[src/rtl/mcv_pkg.sv]
// ----------------------------------------------------------------------------
// mcv_pkg
// Shared types, constants and helpers of the multichannel valid convolution.
// ----------------------------------------------------------------------------
package mcv_pkg;

    localparam int DEF_MAX_WIDTH    = 64;
    localparam int DEF_MAX_CHANNELS = 4;
    localparam int DEF_MAX_KERNEL   = 5;
    localparam int DEF_MAX_FILTERS  = 8;

    // command field widths, sized for the largest supported parameters
    localparam int CMD_COL_W  = 10;
    localparam int CMD_CH_W   = 4;
    localparam int CMD_SLOT_W = 4;

    localparam int CMD_DEPTH = 4;
    localparam int RES_DEPTH = 2;

    localparam int ADDR_W = 5;

    localparam logic OP_WEIGHT = 1'b0;
    localparam logic OP_SAMPLE = 1'b1;

    typedef enum logic [2:0] {
        REG_IMAGE_HEIGHT  = 3'd0,
        REG_IMAGE_WIDTH   = 3'd1,
        REG_CHANNEL_COUNT = 3'd2,
        REG_KERNEL_HEIGHT = 3'd3,
        REG_KERNEL_WIDTH  = 3'd4,
        REG_FILTER_COUNT  = 3'd5
    } t_reg_idx;

    typedef struct packed {
        logic               opcode;
        logic [2:0]         weight_filter;
        logic [2:0]         weight_row;
        logic [2:0]         weight_col;
        logic [1:0]         weight_channel;
        logic signed [15:0] value;
    } t_in_item;

    typedef struct packed {
        logic [2:0]         filter_index;
        logic [7:0]         out_row;
        logic [5:0]         out_col;
        logic signed [39:0] sum;
        logic               last;
    } t_result;

    typedef struct packed {
        logic [2:0] nch;
        logic [2:0] kh;
        logic [2:0] kw;
        logic [3:0] nf;
    } t_geom;

    typedef struct packed {
        logic                  is_sample;
        logic                  wr_ok;
        logic                  compute;
        logic signed [15:0]    value;
        logic [2:0]            wf;
        logic [2:0]            wr;
        logic [2:0]            wc;
        logic [1:0]            wch;
        logic [CMD_SLOT_W-1:0] slot;
        logic [CMD_COL_W-1:0]  col;
        logic [CMD_CH_W-1:0]   ch;
        logic [CMD_SLOT_W-1:0] top_slot;
        logic [7:0]            top;
        logic [CMD_COL_W-1:0]  left;
    } t_cmd;

    function automatic int sat_cfg(int v, int hi);
        if (v < 1) return 1;
        if (v > hi) return hi;
        return v;
    endfunction

endpackage

[src/rtl/mcv_queue.sv]
// ----------------------------------------------------------------------------
// mcv_queue
// Small first-in first-out queue of words.
// ----------------------------------------------------------------------------
module mcv_queue import mcv_pkg::*; #(
    parameter int WIDTH = 8,
    parameter int DEPTH = 2
) (
    input  logic             i_clk,
    input  logic             i_rst_n,
    input  logic             i_push,
    input  logic [WIDTH-1:0] i_wdata,
    output logic             o_full,
    input  logic             i_pop,
    output logic [WIDTH-1:0] o_rdata,
    output logic             o_empty
);
    localparam int AW = (DEPTH > 1) ? $clog2(DEPTH) : 1;

    logic [WIDTH-1:0] r_mem [DEPTH];
    logic [AW-1:0]    r_wr, r_rd;
    logic [AW:0]      r_cnt;
    logic             w_push, w_pop;

    assign o_full  = (int'(r_cnt) == DEPTH);
    assign o_empty = (r_cnt == '0);
    assign w_push  = i_push & ~o_full;
    assign w_pop   = i_pop & ~o_empty;
    assign o_rdata = r_mem[r_rd];

    always_ff @(posedge i_clk) begin
        if (w_push) begin
            r_mem[r_wr] <= i_wdata;
        end
    end

    always_ff @(posedge i_clk) begin
        if (!i_rst_n) begin
            r_wr  <= '0;
            r_rd  <= '0;
            r_cnt <= '0;
        end else begin
            if (w_push) begin
                r_wr <= (int'(r_wr) + 1 == DEPTH) ? '0 : r_wr + 1'b1;
            end
            if (w_pop) begin
                r_rd <= (int'(r_rd) + 1 == DEPTH) ? '0 : r_rd + 1'b1;
            end
            if (w_push && !w_pop) begin
                r_cnt <= r_cnt + 1'b1;
            end else if (w_pop && !w_push) begin
                r_cnt <= r_cnt - 1'b1;
            end
        end
    end

endmodule

[config.mk]
export PLATFORM = sky130hd
export DESIGN_NAME = mcv_queue
export DESIGN_NICKNAME = d
export VERILOG_FILES = /design/src/rtl/mcv_pkg.sv /design/src/rtl/mcv_queue.sv
export SDC_FILE = /design/constraint.sdc
export NUM_CORES = 1
export LEC_CHECK = 0
export ABC_AREA = 1
export BUFFER_PORTS_ARGS = -buffer_cell sky130_fd_sc_hd__buf_2
export CAP_MARGIN = 40
export CORE_MARGIN = 3
export CORE_UTILIZATION = 49
export DETAILED_ROUTE_END_ITERATION = 10
export GPL_ROUTABILITY_DRIVEN = 0
export PLACE_DENSITY = 0.75
export SYNTH_ARGS = -nofsm -noshare
export SYNTH_HDL_FRONTEND = slang
export SYNTH_SLANG_ARGS = --single-unit
[constraint.sdc]
create_clock -name i_clk -period 1.7 [get_ports i_clk]
set_input_delay 0.085 -clock i_clk [delete_from_list [all_inputs] [get_ports i_clk]]
set_output_delay 0.085 -clock i_clk [all_outputs]
set_load 0.005 [all_outputs]
== After elaboration in Yosys (flattened, before gate mapping) ==
Memory sizes are Yosys's and may differ from the RTL's. A register that Yosys moved wholly into a read port is not among the register bits.
Index checks and enable logic that the tools add are counted.

* Register bits after elaboration: 4
* Memory bits (writable): 16
* Input port bits: 12
* Output and inout bits: 10
* Word-level logic and storage cells: 31
* Memories kept: 1

{| class="wikitable"
|+ Memory list
! memory !! depth !! width !! rd ports !! clocked after Yosys merged registers in !! wr ports !! line !! source
|-
| r_mem || 2 || 8 || 1 || 1 || 1 || mcv_queue.sv:20 || <nowiki>logic [WIDTH-1:0] r_mem [DEPTH];</nowiki>
|}

* $add $sub $neg: 6
* Equal/unequal tests: 3
* Muxes and demuxes: 8
* Bitwise gates (word level): 4
* Reduce and logical (&&, ||, !) cells: 6

{| class="wikitable"
|+ Operators by type and width
! operator !! count
|-
| $eq A2 B2 Y1 const B || 3
|-
| $mux W1 || 6
|-
| $add A1 B1 Y2 const B || 2
|-
| $mux W2 || 2
|-
| $add A1 B1 Y1 const B || 2
|-
| $add A2 B1 Y2 const B || 1
|-
| $and A1 B1 Y1 || 2
|-
| $logic_and A1 B1 Y1 || 2
|-
| $logic_not A1 Y1 || 2
|-
| $logic_not A2 Y1 || 1
|-
| $not A1 Y1 || 2
|-
| $reduce_bool A2 Y1 || 1
|-
| $sub A2 B1 Y2 const B || 1
|}

== Depth between registers and ports, before layout ==
Gate-level depths: netlist of the first run.

* Word-level depth: 7
* Mapped depth: 10
* Mapped depth without buffers: 10

== Worst setup path after synthesis of the first run ==
OpenSTA, ideal clock, no wires.

* Kind: reg-to-reg
* Start: register r_cnt[0]
* End: register r_cnt[1]
* Library setup time: 64 ps
* Arrival time: 1230 ps
* Required time: 1636 ps
* Slack: 406 ps
* Cell stages (with the launch flop): 10
* Path buffers: 0
* Clock period less this slack: 1294 ps
* Cells stage by stage: dfxtp_1 > nor2_1 > nor2_2 > inv_1 > ha_1 > inv_1 > nand3_1 > nand2_1 > inv_1 > nor2_1

* Word-level cells in the longest chain between the ends: 6
* Elaborated cells between the ends (all ways): 15
* Classes of those cells: add/sub: 2; eq/ne: 1; mux: 2; bitwise: 4; reduce/logical: 6

{| class="wikitable"
|+ Ends and longest elaborated chain
! item !! line !! source
|-
| from (decl) || mcv_queue.sv:22 || <nowiki>logic [AW:0] r_cnt;</nowiki>
|-
| from (signal assigned) || mcv_queue.sv:50 || <nowiki>r_cnt <= r_cnt + 1'b1;</nowiki>
|-
| from (signal assigned) || mcv_queue.sv:52 || <nowiki>r_cnt <= r_cnt - 1'b1;</nowiki>
|-
| $logic_not A2 Y1 (*) || mcv_queue.sv:26 || <nowiki>assign o_empty = (r_cnt == '0);</nowiki>
|-
| via o_empty || mcv_queue.sv:16 || <nowiki>output logic o_empty</nowiki>
|-
| $not A1 Y1 (*) || mcv_queue.sv:28 || <nowiki>assign w_pop = i_pop & ~o_empty;</nowiki>
|-
| $and A1 B1 Y1 (*) || mcv_queue.sv:28 ||
|-
| $logic_not A1 Y1 || mcv_queue.sv:49 || <nowiki>if (w_push && !w_pop) begin</nowiki>
|-
| $logic_and A1 B1 Y1 || mcv_queue.sv:49 ||
|-
| $mux W2 / $reduce_bool A2 Y1 (equally long branches) || n/a ||
|}

The timed path passes the listed nets; every way through them passes the cells marked *. The select of a mux whose other input is x is not followed.
A chain may end at the register's enable or synchronous reset.

== Worst setup path in the final report of the first run ==
* Start: register r_cnt[0]
* End: register r_cnt[1]

* Word-level cells in the longest chain between the ends: 6
* Elaborated cells between the ends (all ways): 15
* Classes of those cells: add/sub: 2; eq/ne: 1; mux: 2; bitwise: 4; reduce/logical: 6

{| class="wikitable"
|+ Ends and longest elaborated chain
! item !! line
|-
| $eq A2 B2 Y1 / $logic_not A2 Y1 (equally long branches) || mcv_queue.sv:25, mcv_queue.sv:26
|-
| $not A1 Y1 (on tied branches) || mcv_queue.sv:27, mcv_queue.sv:28
|-
| $and A1 B1 Y1 (on tied branches) || mcv_queue.sv:27, mcv_queue.sv:28
|-
| $logic_not A1 Y1 (on tied branches) || mcv_queue.sv:51, mcv_queue.sv:49
|-
| $logic_and A1 B1 Y1 (on tied branches) || mcv_queue.sv:51, mcv_queue.sv:49
|-
| $reduce_bool A2 Y1 (no source line) / $mux W2 (equally long branches) || n/a
|}

Parallel ways exist; a longest one is shown, timed or not. The select of a mux whose other input is x is not followed.

==> results of run 1 <==
-- per-layer routing --
metal  vias to the layer above  routed length, µm  track usage [%]
li1                        283                  -                -
met1                       257                558             14.0
met2                        25                764             26.0
met3                         2                 97             4.60
met4                         0                 10             8.29
met5                         -                  0                0
-- sequential cells by signal (all words and copies together) (netlist names), named ones only --
register and cells:
r_mem 16, r_cnt 2, r_rd 1, r_wr 1
-- worst min-delay path, cell delays in order --
cell and delay, ns:
buf_2 0.12, nand2_1 0.06, nor2_1 0.04
-- power by group --
part           internal [mW]  total, mW  switching, mW
clock network         0.0876      0.230          0.142
logic                  0.209      0.420          0.211
registers              0.654      0.716         0.0620
total                  0.951       1.37          0.416
-- path summary, 6_finish.rpt --
kind	end	slack (ns)
worst max-delay path	r_cnt[1]	0.23
worst min-delay path	r_cnt[1]	0.04
worst max register to register	r_cnt[1]	0.23
worst min register to register	r_wr	0.52
-- cell usage in the layout (no fill, tap or decap), drive strengths merged --
| master | n |
|---|---|
| nand3 | 1 |
| buf | 24 |
| clkinv | 1 |
| dlygate4sd3 | 8 |
| ha | 1 |
| edfxtp | 16 |
| mux2 | 8 |
| clkbuf | 3 |
| nor2 | 11 |
| inv | 9 |
| nand2 | 6 |
| nand4 | 1 |
| dfxtp | 5 |
| a21oi | 1 |
| o21ai | 3 |
-- kinds of logic after synthesis --
family	count (synthesis)
DFF	21
adders and majority gates	1
AOI/OAI and AO/OA	4
buffers and inverters	10
and+or+nand+nor	19
muxes	8
-- cell type report --
type,count,area [µm²],area share [%]
clock buffers,3,22.5,2.10
well taps,16,20.0,1.86
inverters,9,33.8,3.15
repair buffers,32,208,19.3
flip-flops and latches,21,581,54.1
clock inverters,1,5.00,0.466
multi-input cells,32,204,19.0
==> summary.md, run 1 <==
| Metric | Value |
|---|---|
| Critical Path, Cell by Cell | `nor2_1, nor2_2, inv_1, ha_1, inv_1, nand3_1, nand2_1, inv_1, nor2_1` |
| Area Overhead vs Synth | `30.4%` |
| Worst EP required | `1.94 ns` |
| Max VDD drop | `0.721 mV` |
| Crit-path most repeated cell | `inv_1` |
| Slowest stage delay, CP | `0.46 ns` |
| #FFs+latches synth | `21` |
| Post-synthesis mux area share | `10.9%` |
| Antenna cells | `0` |
| Critical path data arrival time | `1.72 ns` |
| Clk Tree Root Cell | `clkbuf_4` |
| Setup repair bufs after CTS | `0` |
| Post-Synthesis Net Count | `76` |
| Crit path time final | `1.47 ns` |
| Mean Syn Cell Area | `13.1 µm²` |
| Type of the tightest min-delay check | `in -> reg` |
| Die width | `47.0 µm` |
| Slew Limit Fails | `0` |
| Run status | `completed` |
| Htree depth | `1` |
| PwrDens | `1270 nW/µm²` |
| P_leak | `0.460 nW` |
| Die height | `47.0 µm` |
| Final instance area | `1070 µm²` |
| Final Setup Violations | `0` |
| RSZ-0062 raised after global routing | `no` |
| Layout cells sized above 1 | `39.8%` |
| I/O pin cnt | `22` |
| First-pass GRT wire length | `2080 µm` |
| Max cap viols | `0` |
| Mapped Area | `823 µm²` |
| Starting density of the core | `53.4%` |
| Worst-path fanout max | `5` |
| Residual DRC | `0` |
| Initial antenna violation count | `0` |
| Min-Delay Startpoint | `i_rst_n` |
| Netlist cell types | `15` |
| Largest net degree at the start of global routing | `13` |
| Dpl cells | `102` |
| Crit Path Class | `reg -> reg` |
| Final HPWL DP | `925 µm` |
| DR vias | `567` |
| Drt via density | `4.97` |
| Routed WL | `1430 µm` |
| Least-Margin Pin Slew | `0.361 ns` |
| Grt total ovfl | `0` |
| DR WL/cell | `12.6 µm` |
| Worst R2R Start | `r_cnt[0]` |
| CTS sink count | `21` |
| Top-count cell post-synth | `edfxtp_1` |
| Simple-gate portion of the synthesized area | `9.42%` |
| Vias in the first global route | `505` |
| Post-route total power | `1.37 mW` |
| CTS Hold Bufs | `8` |
| Ys Warns | `0` |
| Crit path max-delay family | `flip-flops` |
| Crit path capture type | `flip-flop` |
| Gr usage total | `14.3%` |
| Pre-CTS setup slack | `0.280 ns` |
| Num rows | `14` |
| Inserted Clock Buffers | `3` |
| Routed Antenna Nets | `0` |
| Die area | `2210 µm²` |
| Fmax | `0.679 GHz` |
| Worst skew pair latency | `0.30 ns` |
| Rel. slew slack | `75.9%` |
| Post-synthesis sequential area ratio | `70.5%` |
| Maximum clock path buffer count | `2` |
| CTS tree | `built` |
| Core box area | `1540 µm²` |
| Layout Utilization | `69.6%` |
| Slowest stage cell, crit path | `dfxtp_1` |
| Clock-pin slew on the worst setup and hold paths | `0.11 ns` |
| Layout Cells excl Fill | `114` |
| Main combinational cell family by area after synthesis | `multiplexers` |
| Startpoint types | `flip-flop` |
| Setup ws final | `0.227 ns` |
| Reg2reg path depth | `9` |
| Synth Instances | `63` |
| Synth cell count leaders | `edfxtp_1, nor2_1, inv_1, mux2_2, nand2_1` |
| CP startpoint | `r_cnt[0]` |
| IO buf count | `21` |
| Synth Area in Compound Gates | `2.89%` |
| Hold Path Stages | `3` |
| Synth top area share | `58.4%` |
| Number of cells on the critical path | `9` |
| Number of enable flip-flop cells after synthesis | `16` |
| Xor-xnor portion of the synthesized cell area | `0%` |
| Setup TNS | `0 ns` |
| FFs w/ async S/R, synth | `0%` |
| Synth Area in Adders | `1.52%` |
| Filler cell count in the final layout | `109` |
| Cell taking the most area after synthesis | `edfxtp_1` |
| Final hold slack | `0.0382 ns` |
| Cell Area, Placed | `966 µm²` |
| Nets | `112` |
| Number of buffers and inverters on the critical path | `3` |
| Final hold vios | `0` |
| Fin Clk Skew | `0.00406 ns` |
| Iteration-0 DRC Markers | `20` |
| Ranking of synthesized cells by area | `edfxtp_1, dfxtp_1, mux2_2, nor2_1, inv_1` |
| Post-CTS sizing | `0` |
| Main synth FF type | `edfxtp_1` |
| Period utilization | `86.6%` |
| TritonRoute pass-1 iters | `4` |
(Power assumes the default switching activity.)
==> run 2, diff against run 1 <==
Settings changed: CORE_MARGIN 3 to not set.
==> summary.md, run 2 (synthesis gave the netlist of run 1 again) <==
| Metric | Value |
|---|---|
| Initial antenna violation count | `0 (unchanged)` |
| Setup TNS | `0 ns (unchanged)` |
| Routed WL | `1310 µm (was 1430 µm)` |
| CTS tree | `built (unchanged)` |
| Clk Tree Root Cell | `clkbuf_4 (unchanged)` |
| Pre-CTS setup slack | `0.314 ns (was 0.280 ns)` |
| Clock-pin slew on the worst setup and hold paths | `0.11 ns (about the same)` |
| Register with the most flip-flops | `r_mem (unchanged)` |
| Die width | `43.0 µm (was 47.0 µm)` |
| Gr usage total | `15.8% (was 14.3%)` |
| Inserted Clock Buffers | `3 (unchanged)` |
| PwrDens | `1260 nW/µm² (was 1270 nW/µm²)` |
| Final instance area | `1080 µm² (was 1070 µm²)` |
| Multi-input logic area | `204 µm² (unchanged)` |
| DR vias | `561 (was 567)` |
| IO buf count | `21 (unchanged)` |
| Nets | `113 (was 112)` |
| Largest net degree at the start of global routing | `13 (unchanged)` |
| Dpl cells | `103 (was 102)` |
| Min-Delay Startpoint | `i_rst_n (unchanged)` |
| Core box area | `1540 µm² (unchanged)` |
| Area Overhead vs Synth | `31.3% (was 30.4%)` |
| Run status | `completed (unchanged)` |
| Final HPWL DP | `954 µm (was 925 µm)` |
| Max cap viols | `0 (unchanged)` |
| Iteration-0 DRC Markers | `12 (was 20)` |
| Htree depth | `1 (unchanged)` |
| Setup ws final | `0.266 ns (was 0.227 ns)` |
| Die height | `43.0 µm (was 47.0 µm)` |
| Fin Clk Skew | `0.00837 ns (was 0.00406 ns)` |
| Startpoint types | `flip-flop (unchanged)` |
| Residual DRC | `0 (unchanged)` |
| Final hold slack | `0.0377 ns (was 0.0382 ns)` |
| Die area | `1850 µm² (was 2210 µm²)` |
| Slew Limit Fails | `0 (unchanged)` |
| Starting density of the core | `53.4% (unchanged)` |
| Crit path time final | `1.43 ns (was 1.47 ns)` |
| Grt total ovfl | `0 (unchanged)` |
| Least-Margin Pin Slew | `0.341 ns (was 0.361 ns)` |
| Routed Antenna Nets | `0 (unchanged)` |
| Crit Path Class | `reg -> out (was reg -> reg)` |
| Final Setup Violations | `0 (unchanged)` |
| Filler cell count in the final layout | `119 (was 109)` |
| CTS sink count | `21 (unchanged)` |
| Rel. slew slack | `77.2% (was 75.9%)` |
| Critical Path, Cell by Cell | `mux2_2, buf_2 (was nor2_1, nor2_2, inv_1, ha_1, inv_1, nand3_1, nand2_1, inv_1, nor2_1)` |
| Fmax | `0.697 GHz (was 0.679 GHz)` |
| Slowest stage cell, crit path | `dfxtp_1 (unchanged)` |
| Worst R2R Start | `r_cnt[0] (unchanged)` |
| Number of buffers and inverters on the critical path | `1 (was 3)` |
| TritonRoute pass-1 iters | `2 (was 4)` |
| Worst EP required | `1.62 ns (was 1.94 ns)` |
| Layout cells sized above 1 | `40.4% (was 39.8%)` |
| DR WL/cell | `11.4 µm (was 12.6 µm)` |
| Num rows | `14 (unchanged)` |
| Crit path max-delay family | `flip-flops (unchanged)` |
| Antenna cells | `0 (unchanged)` |
| Worst skew pair latency | `0.30 ns (about the same)` |
| Critical path data arrival time | `1.35 ns (was 1.72 ns)` |
| Drt via density | `4.88 (was 4.97)` |
| Vias in the first global route | `557 (was 505)` |
| Largest register FFs | `16 (unchanged)` |
| Max VDD drop | `0.939 mV (was 0.721 mV)` |
| Maximum clock path buffer count | `2 (unchanged)` |
| Layout Cells excl Fill | `115 (was 114)` |
| Period utilization | `84.3% (was 86.6%)` |
| I/O pin cnt | `22 (unchanged)` |
| Reg area | `581 µm² (unchanged)` |
| Post-CTS sizing | `0 (unchanged)` |
| RSZ-0062 raised after global routing | `no (unchanged)` |
| Slowest stage delay, CP | `0.54 ns (was 0.46 ns)` |
| Most common cell after layout, fill and taps aside | `buf_2 (unchanged)` |
| Cell Area, Placed | `973 µm² (was 966 µm²)` |
| Crit path capture type | `output port (was flip-flop)` |
| Top flop regs | `r_mem (16), r_cnt (2) (unchanged)` |
| Most frequent cells in the layout | `buf_2, edfxtp_1, nor2_1 (unchanged)` |
| Final hold vios | `0 (unchanged)` |
| Worst-path fanout max | `8 (was 5)` |
| Type of the tightest min-delay check | `in -> reg (unchanged)` |
| First-pass GRT wire length | `2070 µm (was 2080 µm)` |
| P_leak | `0.465 nW (was 0.460 nW)` |
-- run 2: area by class of cell --
class	instances	share of cell area, %
Clock buffer	3	2.08
Clock inverter	1	0.463
Inverter	9	3.12
Multi-Input combinational cell	32	18.9
Sequential cell	21	53.7
Tap cell	16	1.85
Timing Repair Buffer	33	19.9
-- run 2: what timing repair did --
item                       4_1_cts  5_1_grt
hold buffers                     8        0
setup endpoints to repair        0        0
hold endpoints to repair        16        0
setup buffers                    0        0
-- run 2: worst reg2reg max path, stage by stage, from the launching register on --
cell and delay, ns:
dfxtp_1 0.44, nor2_1 0.09, nor2_2 0.12, inv_1 0.06, ha_1 0.32, inv_1 0.08, nand3_1 0.07, nand2_1 0.06
inv_1 0.03, nor2_1 0.08
-- run 2: metrics by stage --
step	util (%)	total power, mW
final	70.1	1.36
after global routing	70.1	1.46
after CTS	70.1	1.38
after detailed placement	63.1	1.14
after global placement	63.1	1.12
after floorplan	-	0.976
-- run 2: routing by layer --
layer / global-route usage [%] / vias up / share of wire [%]
li1: - / 287 / -
met1: 15.2 / 256 / 39
met2: 29.4 / 14 / 54
met3: 4.26 / 4 / 5.1
met4: 9.09 / 0 / 1.7
met5: 0 / - / 0
-- run 2: path summary, 6_finish.rpt --
path	end	slack (ns)	cells after the start
max	o_rdata[2]	0.27	2
min	r_cnt[1]	0.04	3
max reg2reg	r_cnt[1]	0.30	9
min reg2reg	flip-flop	0.50	2
-- run 2: power by group --
group	internal, mW	leakage [nW]	switching, mW
Combinational	0.217	0.256	0.202
Clock	0.0877	0.0177	0.143
Sequential	0.655	0.191	0.0600
Total	0.959	0.465	0.406
==> run 3, diff against run 2 <==
Settings changed: ABC_AREA 1 to 0.
Clock period 1.7 ns to 1.4 ns, I/O delays scaled along.
==> summary.md, run 3 <==
| Metric | Value |
|---|---|
| Clock-pin slew on the worst setup and hold paths | `0.11 ns (about the same)` |
| Cell taking the most area after synthesis | `edfxtp_1 (unchanged)` |
| Mapped Area | `810 µm² (was 823 µm²)` |
| Residual DRC | `0 (unchanged)` |
| Fmax | `0.702 GHz` |
| Reg area | `584 µm² (was 581 µm²)` |
| I/O pin cnt | `22 (unchanged)` |
| Starting density of the core | `53.1% (was 53.4%)` |
| Period utilization | `102%` |
| Post-synthesis sequential area ratio | `71.7% (was 70.5%)` |
| Inserted Clock Buffers | `3 (unchanged)` |
| Number of enable flip-flop cells after synthesis | `16 (unchanged)` |
| IO buf count | `21 (unchanged)` |
| Layout Cells excl Fill | `105 (was 115)` |
| CTS tree | `built (unchanged)` |
| Synth cell count leaders | `edfxtp_1, mux2_2, dfxtp_1 (was edfxtp_1, nor2_1, inv_1, mux2_2, nand2_1)` |
| Most frequent cells in the layout | `buf_2, edfxtp_1, mux2_2, dlygate4sd3_1, buf_4 (was buf_2, edfxtp_1, nor2_1)` |
| Top-count cell post-synth | `edfxtp_1 (unchanged)` |
| Largest net degree at the start of global routing | `13 (unchanged)` |
| Routed Antenna Nets | `0 (unchanged)` |
| Crit path capture type | `flip-flop (was output port)` |
| FF-to-FF setup slack | `-0.03 ns (was 0.30 ns)` |
| #FFs+latches synth | `21 (unchanged)` |
| Layout cells sized above 1 | `51.7% (was 40.4%)` |
| Final instance area | `1100 µm² (was 1080 µm²)` |
| Worst EP required | `1.64 ns (was 1.62 ns)` |
| Gr usage total | `16.5% (was 15.8%)` |
| Fin Clk Skew | `0.00112 ns (was 0.00837 ns)` |
| Metal-1 WL | `554 µm (was 507 µm)` |
| Most common cell after layout, fill and taps aside | `buf_2 (unchanged)` |
| Die width | `42.6 µm (was 43.0 µm)` |
| Ys Warns | `0 (unchanged)` |
| Final Setup Violations | `2 (was 0)` |
| Nets | `103 (was 113)` |
| Min-Delay Startpoint | `i_rst_n (unchanged)` |
| Main synth FF type | `edfxtp_1 (unchanged)` |
| P_leak | `0.454 nW (was 0.465 nW)` |
| Worst-path fanout max | `4 (was 8)` |
| Least-Margin Pin Slew | `0.410 ns (was 0.341 ns)` |
| Hold EP | `r_wr (was r_cnt[1])` |
| Routed WL | `1290 µm (was 1310 µm)` |
| CTS sink count | `21 (unchanged)` |
| Iteration-0 DRC Markers | `3 (was 12)` |
| DR vias | `523 (was 561)` |
| Critical path data arrival time | `1.66 ns (was 1.35 ns)` |
| Max Used Layer | `met4 (unchanged)` |
| Slew Limit Fails | `0 (unchanged)` |
| FFs w/ async S/R, synth | `0% (unchanged)` |
| First-pass GRT wire length | `2090 µm (was 2070 µm)` |
| Multi-input logic area | `224 µm² (was 204 µm²)` |
| Antenna cells | `0 (unchanged)` |
| DR WL/cell | `12.3 µm (was 11.4 µm)` |
| Largest register FFs | `16 (unchanged)` |
| Reg2reg path depth | `6 (was 9)` |
| Type of the tightest min-delay check | `in -> reg (unchanged)` |
| Maximum clock path buffer count | `2 (unchanged)` |
| Post-Synthesis Net Count | `63 (was 76)` |
| Crit path time final | `1.43 ns` |
| Die area | `1820 µm² (was 1850 µm²)` |
| Filler cell count in the final layout | `109 (was 119)` |
| Hold Path Stages | `2 (was 3)` |
| Startpoint types | `flip-flop (unchanged)` |
| Worst skew pair latency | `0.30 ns (about the same)` |
| TritonRoute pass-1 iters | `4 (was 2)` |
| Drt via density | `4.98 (was 4.88)` |
| RSZ-0062 raised after global routing | `yes (was no)` |
| Worst R2R Start | `r_cnt[0] (unchanged)` |
| Grt total ovfl | `0 (unchanged)` |
| Final hold vios | `0 (unchanged)` |
| Synth top area share | `59.4% (was 58.4%)` |
| Area Overhead vs Synth | `36.0% (was 31.3%)` |
| Synth Instances | `50 (was 63)` |
| Setup ws final | `-0.0253 ns (was 0.266 ns)` |
| Vias in the first global route | `524 (was 557)` |
| PwrDens | `1640 nW/µm² (was 1260 nW/µm²)` |
| Crit Path Class | `reg -> reg (was reg -> out)` |
| Htree depth | `1 (unchanged)` |
| Rel. slew slack | `72.6% (was 77.2%)` |
| Clk Tree Root Cell | `clkbuf_4 (unchanged)` |
| Top flop regs | `r_mem (16), r_cnt (2) (unchanged)` |
| Netlist cell types | `20 (was 15)` |
| Worst reg2reg endpoint | `r_cnt[1] (unchanged)` |
| Cell Area, Placed | `976 µm² (was 973 µm²)` |
| Failing checks | `negative setup slack` |
| Dpl cells | `91 (was 103)` |
| Run status | `complete, but fails checks (was completed)` |
| Met2 WL | `666 µm (was 712 µm)` |
| Num rows | `14 (unchanged)` |
| Max VDD drop | `1.27 mV (was 0.939 mV)` |
| Register with the most flip-flops | `r_mem (unchanged)` |
| Max cap viols | `0 (unchanged)` |
| Ranking of synthesized cells by area | `edfxtp_1, dfxtp_1, mux2_2, and2_1, xnor2_1 (was edfxtp_1, dfxtp_1, mux2_2, nor2_1, inv_1)` |
| Mean Syn Cell Area | `16.2 µm² (was 13.1 µm²)` |
| Met3 wire len | `33 µm (was 67 µm)` |
| Core box area | `1520 µm² (was 1540 µm²)` |
| Initial antenna violation count | `0 (unchanged)` |
| Die height | `42.6 µm (was 43.0 µm)` |
## run 3: where the power goes
part | internal (mW) | switching [mW] | total, mW | leakage (nW)
clock | 0.106 | 0.182 | 0.288 | 0.0177
sequential | 0.803 | 0.0768 | 0.880 | 0.192
combinational | 0.392 | 0.245 | 0.637 | 0.245
## run 3: final cells by class
| cell class | instances | area share (%) |
|---|---|---|
| Inverter | 2 | 0.682 |
| Clock buffer | 3 | 2.05 |
| Sequential cell | 21 | 53.1 |
| Clock inverter | 1 | 0.455 |
| Tap cell | 16 | 1.82 |
| Timing Repair Buffer | 36 | 21.6 |
| Multi-Input combinational cell | 26 | 20.3 |
## run 3: worst max-delay path by stage
stage             start  endpoint  slack (ns)  cells past startpoint
4_1_cts        r_cnt[0]  r_cnt[1]       -0.04                      6
3_5_place_dp   r_cnt[0]  r_cnt[1]       -0.02                      6
3_3_place_gp   r_cnt[0]  r_cnt[1]        0.02                      6
2_1_floorplan  r_cnt[0]  r_cnt[1]      0.0006                      6
5_1_grt        r_cnt[0]  r_cnt[1]       -0.08                      6
6_report       r_cnt[0]  r_cnt[1]       -0.03                      6
## run 3: critical path, cell delays in order, from the launching register on
cell,delay (ns)
dfxtp_2,0.35
nand2b_4,0.14
inv_2,0.05
nor2_1,0.04
ha_1,0.31
or3_1,0.35
a21boi_1,0.11
## run 3: logic make-up (layout without fill, tap and decap cells)
kind of cell | Yosys count | after routing | synth area share (%)
flip-flops | 21 | 21 | 71.7
buffers and inverters | 3 | 42 | 1.54
adder cells (fa/ha/maj) | 1 | 1 | 1.55
multiplexers | 8 | 8 | 11.1
XOR/XNOR | 3 | 3 | 3.25
AO/OA/AOI/OAI | 5 | 5 | 4.02
AND/OR/NAND/NOR | 9 | 9 | 6.80
## run 3: through the flow
stage	setup TNS [ns]	util (%)	setup slack, ns	hold slack [ns]	total power, mW
global route	-0.129	72.2	-0.0751	0.0177	1.91
CTS	-0.0400	71.7	-0.0400	0.0223	1.79
finish	-0.0389	72.2	-0.0253	0.0197	1.80
global placement	0	64.0	0.0246	0.258	1.45
detailed placement	-0.0225	64.0	-0.0225	0.261	1.47
floorplan	0	-	0.000621	0.169	1.22
## run 3: routing by layer
metal	GRT usage [%]	up-vias
li1	-	260
met1	17.5	247
met2	28.5	12
met3	3.88	4
met4	11.3	0
met5	0	-
## run 3: what timing repair did
item                                   CTS  global route
buffers inserted                         1             1
pin swaps                                0             2
gates resized for setup                  1             1
endpoints found under the hold margin   16             0
setup endpoints to repair                9             1
hold buffers                             8             0
